===== src/rtl/bitmap_horizontal_span_fill_macros.svh =====
// Assertion macros shared by the span fill RTL.
// Each macro expects clk_i and rst_ni in the scope where it is used.
`ifndef BITMAP_HORIZONTAL_SPAN_FILL_MACROS_SVH
`define BITMAP_HORIZONTAL_SPAN_FILL_MACROS_SVH

// The consequent must hold in the same cycle as the antecedent.
`define BHSF_ASSERT_NOW(lbl, ante, cons, msg) \
  lbl: assert property (@(posedge clk_i) disable iff (!rst_ni) (ante) |-> (cons)) else $error(msg);

// The consequent must hold in the cycle after the antecedent.
`define BHSF_ASSERT_NEXT(lbl, ante, cons, msg) \
  lbl: assert property (@(posedge clk_i) disable iff (!rst_ni) (ante) |=> (cons)) else $error(msg);

`endif


===== src/rtl/bhsf_pkg.sv =====
package bhsf_pkg;

  localparam int STORE_BYTES_DFLT   = 1024;
  localparam int MAX_ROW_BYTES_DFLT = 64;

  localparam int CMD_W    = 1;
  localparam int X_W      = 9;
  localparam int ROW_W    = 10;
  localparam int BADDR_W  = 10;
  localparam int RB_W     = 7;
  localparam int BYTE_W   = 8;
  // Row head address is row * row_bytes; a span address adds a byte column.
  localparam int HEAD_W   = ROW_W + RB_W;
  localparam int SUM_W    = HEAD_W + 1;

  localparam logic [RB_W-1:0]   ROW_BYTES_RST = 7'd16;
  localparam logic [BYTE_W-1:0] BYTE_FULL     = 8'hFF;

  localparam logic [CMD_W-1:0] CMD_DRAW = 1'b0;
  localparam logic [CMD_W-1:0] CMD_READ = 1'b1;

  // Decoded span of one draw command.
  typedef struct packed {
    logic              err;
    logic [SUM_W-1:0]  first;
    logic [SUM_W-1:0]  last;
    logic [BYTE_W-1:0] lead;
    logic [BYTE_W-1:0] tail;
  } span_t;

endpackage


===== src/rtl/bhsf_span_calc.sv =====
module bhsf_span_calc import bhsf_pkg::*; #(
  parameter int STORE_BYTES   = STORE_BYTES_DFLT,
  parameter int MAX_ROW_BYTES = MAX_ROW_BYTES_DFLT
) (
  input  logic [RB_W-1:0]   row_bytes_i,
  input  logic [HEAD_W-1:0] head_i,
  input  logic [X_W-1:0]    x_start_i,
  input  logic [X_W-1:0]    x_end_i,
  output span_t             span_o
);

  logic             bad_width;
  logic             reversed;
  logic             past_row;
  logic             bad_row;
  logic [SUM_W-1:0] row_end;

  // The row fits when its end, head plus one row, stays within the store.
  assign row_end   = SUM_W'(head_i) + SUM_W'(row_bytes_i);
  assign bad_width = (row_bytes_i == '0) || (32'(row_bytes_i) > 32'(MAX_ROW_BYTES));
  assign reversed  = x_start_i > x_end_i;
  assign past_row  = {1'b0, x_end_i} >= {row_bytes_i, 3'b000};
  assign bad_row   = 32'(row_end) > 32'(STORE_BYTES);

  always_comb begin
    span_o.err   = bad_width || reversed || past_row || bad_row;
    span_o.first = SUM_W'(head_i) + SUM_W'(x_start_i[X_W-1:3]);
    span_o.last  = SUM_W'(head_i) + SUM_W'(x_end_i[X_W-1:3]);
    span_o.lead  = BYTE_FULL >> x_start_i[2:0];
    span_o.tail  = BYTE_W'(BYTE_FULL << (3'd7 - x_end_i[2:0]));
  end

endmodule


===== config.mk =====
export PLATFORM = sky130hd
export DESIGN_NAME = bhsf_span_calc
export DESIGN_NICKNAME = d
export VERILOG_FILES = /design/src/rtl/bitmap_horizontal_span_fill_macros.svh /design/src/rtl/bhsf_pkg.sv /design/src/rtl/bhsf_span_calc.sv
export SDC_FILE = /design/constraint.sdc
export NUM_CORES = 1
export LEC_CHECK = 0
export ABC_AREA = 1
export BUFFER_PORTS_ARGS = -buffer_cell sky130_fd_sc_hd__buf_2
export CAP_MARGIN = 0
export CORE_MARGIN = 10
export CORE_UTILIZATION = 46
export DETAILED_ROUTE_END_ITERATION = 10
export GPL_TIMING_DRIVEN = 0
export PLACE_DENSITY = 0.78
export SYNTH_ARGS = -nofsm -noshare
export SYNTH_HDL_FRONTEND = slang
export SYNTH_SLANG_ARGS = --single-unit

===== constraint.sdc =====
create_clock -name vclk -period 1.5
set_input_delay 0.075 -clock vclk [all_inputs]
set_output_delay 0.075 -clock vclk [all_outputs]
set_load 0.02 [all_outputs]

==> impl_results.md <==
- Routed Antenna Nets: 0
- Sequential area share after synthesis: 0%
- Outcome: finished, violations left
- Area growth, synth to finish: 65.8%
- Worst setup EP type: primary output
- GRT Total Usage: 20.2%
- LEAKAGE: 1.91 nW
- Final design area excluding fillers: 0.00357 mm^2
- Final Net Count: 583
- Initial Util: 48.4%
- PwrDens: 409 mW/mm^2
- Synth unique cells: 29
- Worst setup slack after layout: -0.487 ns
- Top cell type by total area after synthesis: nand2_1
- Initial antenna violation count: 0
- Slowest cell on crit path: fa_2
- Pre-CTS WS: -0.573 ns
- Synth cell count leaders: nand2_1 (119), inv_1 (66), ha_1 (34)
- Routed WL per cell: 17.4 um
- Ant. Diodes: 0
- Crit path cell chain: buf_12, ha_4, inv_2, fa_2, inv_2, nand4_1, nand2_2, nand2_1, nand3_1, nand2_1, nor2_1, nand2_1, nor2_1, nand3_2, buf_6
- Dpl hpwl: 6080 um
- Die Ht: 88.4 um
- Total power: 0.00146 W
- Vias in the first global route: 2945
- Drt drc: 0
- Arrival time worst endpoint: 1.91 ns
- Core ar.: 0.00444 mm^2
- Placed standard-cell area: 0.00281 mm^2
- Compound-Gate Fraction of Synth Area: 9.13%
- Synth Area in Adders: 22.6%
- Num ports: 95
- DR pass1 iterations: 7
- CP Capture Point: span_o[52]
- Synth Area in Simple Gates: 41.8%
- Post-synthesis mux area share: 0%
- Peak VDD IR: 0.325 mV
- Register area: 0 um^2
- Critical path's largest stage delay: 0.34 ns
- HP Class: in -> out
- Ranking of synthesized cells by area: nand2_1 (21%), ha_1 (20%), inv_1 (12%), xor2_1 (11%), nand3_1 (6.3%)
- Worst Setup SP: head_i[0]
- RSZ-0062 raised after global routing: true
- Minimum clock period: 1.99 ns
- Clock buffers: 0
- Mapped Area: 0.00215 mm^2
- CP Launch Type: input port
- Max cap viols: 0
- Slew HR: 50.3%
- First-pass GRT wire length: 13300 um
- Aggregate global routing overflow: 0
- Crit share post-route: 132%
- Post-DR vias/cell: 5.55
- Layout cells sized above 1: 43.4%
- Fillers: 288
- Worst slew pin tran: 0.735 ns
- Final Max Slew Viols: 0
- Setup CP Type: in -> out
- Most frequent cell after synthesis: nand2_1
- Initial drt markers: 213
- CP max FO: 3
- Crit-path most repeated cell: nand2_1
- Req. time, crit path: 1.42 ns
- Mapped Cells: 385
- Largest family of logic cells by synthesized area: simple AND/OR/NAND/NOR gates
- Post-synthesis xor/xnor area fraction: 12.2%
- Failing checks: negative setup slack
- FF+latch count: 0
- Largest net degree at the start of global routing: 9
- Row cnt: 24
- Synth Area per Inst: 5.59 um^2
- RD Place Congestion: 0.907
- Die area: 0.00781 mm^2
- Vias: 3077
- Fin. Hold Viols: 0
- Die width: 88.4 um
- Ys Warns: 0
- Synth top area share: 20.8%
- Port-buffer cells: 90
- Hold path depth: 3
- Final setup viols: 26
- Total Routed Length: 9640 um
- FMAX: 0.503 GHz
[cell usage in the layout, fill, tap and decap left out, types with 3 or more instances in the layout]
cell type and instances:
xnor2_1 4, buf_4 43, xor2_2 7, nand4_1 6
a21oi_2 8, nor3_1 3, nor2_1 27, nand2_4 7
xor2_1 19, inv_2 7, nand2_1 97, ha_4 15
o21ai_4 3, fa_2 3, o21ai_0 3, inv_1 60
nor2_4 3, nand3b_1 4, nand3_2 5, nand2_2 20
nor2_2 6, nand3_1 22, a21oi_1 14, buf_6 21
buf_2 55, ha_1 18
[per-stage QoR]
stage	cells	hold slack [ns]	util, %	setup TNS, ns
floorplan	386	0.225	-	-0.383
global placement	528	0.473	63.2	-6.55
detailed placement	528	0.482	63.2	-6.78
CTS	545	0.483	73.1	-3.32
global route	554	0.509	80.2	-6.65
finish	554	0.478	80.2	-5.27
[layout make-up]
class                      count  area (um^2)  area share, %
multi-input combinational    311         2350           65.9
inverter                      69          263           7.37
buffer                         6         42.5           1.19
timing repair buffer         116          847           23.8
tap                           52         65.1           1.82
[cells by family after synthesis]
group,Yosys count
XOR/XNOR,30
other,1
AO/OA/AOI/OAI,36
adder cells (fa/ha/maj),37
AND/OR/NAND/NOR,206
buffers and inverters,75
[worst min path at each step]
stage                       startpoint          to
after detailed placement  x_start_i[0]  span_o[15]
final                     x_start_i[0]  span_o[15]
after CTS                 x_start_i[0]  span_o[15]
after global routing      x_start_i[0]  span_o[15]
after global placement    x_start_i[0]  span_o[15]
after floorplan           x_start_i[1]  span_o[14]
[power by group]
group / internal [W] / switching [W] / leakage, nW
Combinational: 0.000605 / 0.000855 / 1.91
Sequential: 0 / 0 / 0
Clock: 0 / 0 / 0
[worst max-delay path: cells and delay by family]
kind	cells	cell delay (ns)
buffers and inverters	4	0.39
and+or+nand+nor	9	0.99
adders and majority gates	2	0.47
[per-layer routing]
metal | routed length (um) | GRT usage, %
met2 | 4810 | 37.4
met5 | 0 | 0
met4 | 360 | 2.50
met1 | 3710 | 24.4
met3 | 754 | 3.13
[what timing repair did]
item / CTS / global route
hold buffers: 0 / 0
setup endpoints to repair: 25 / 28
buffers inserted: 17 / 9
gates resized for setup: 71 / 65
pin swaps: 35 / 21
Power figures use the tool's default switching activity.
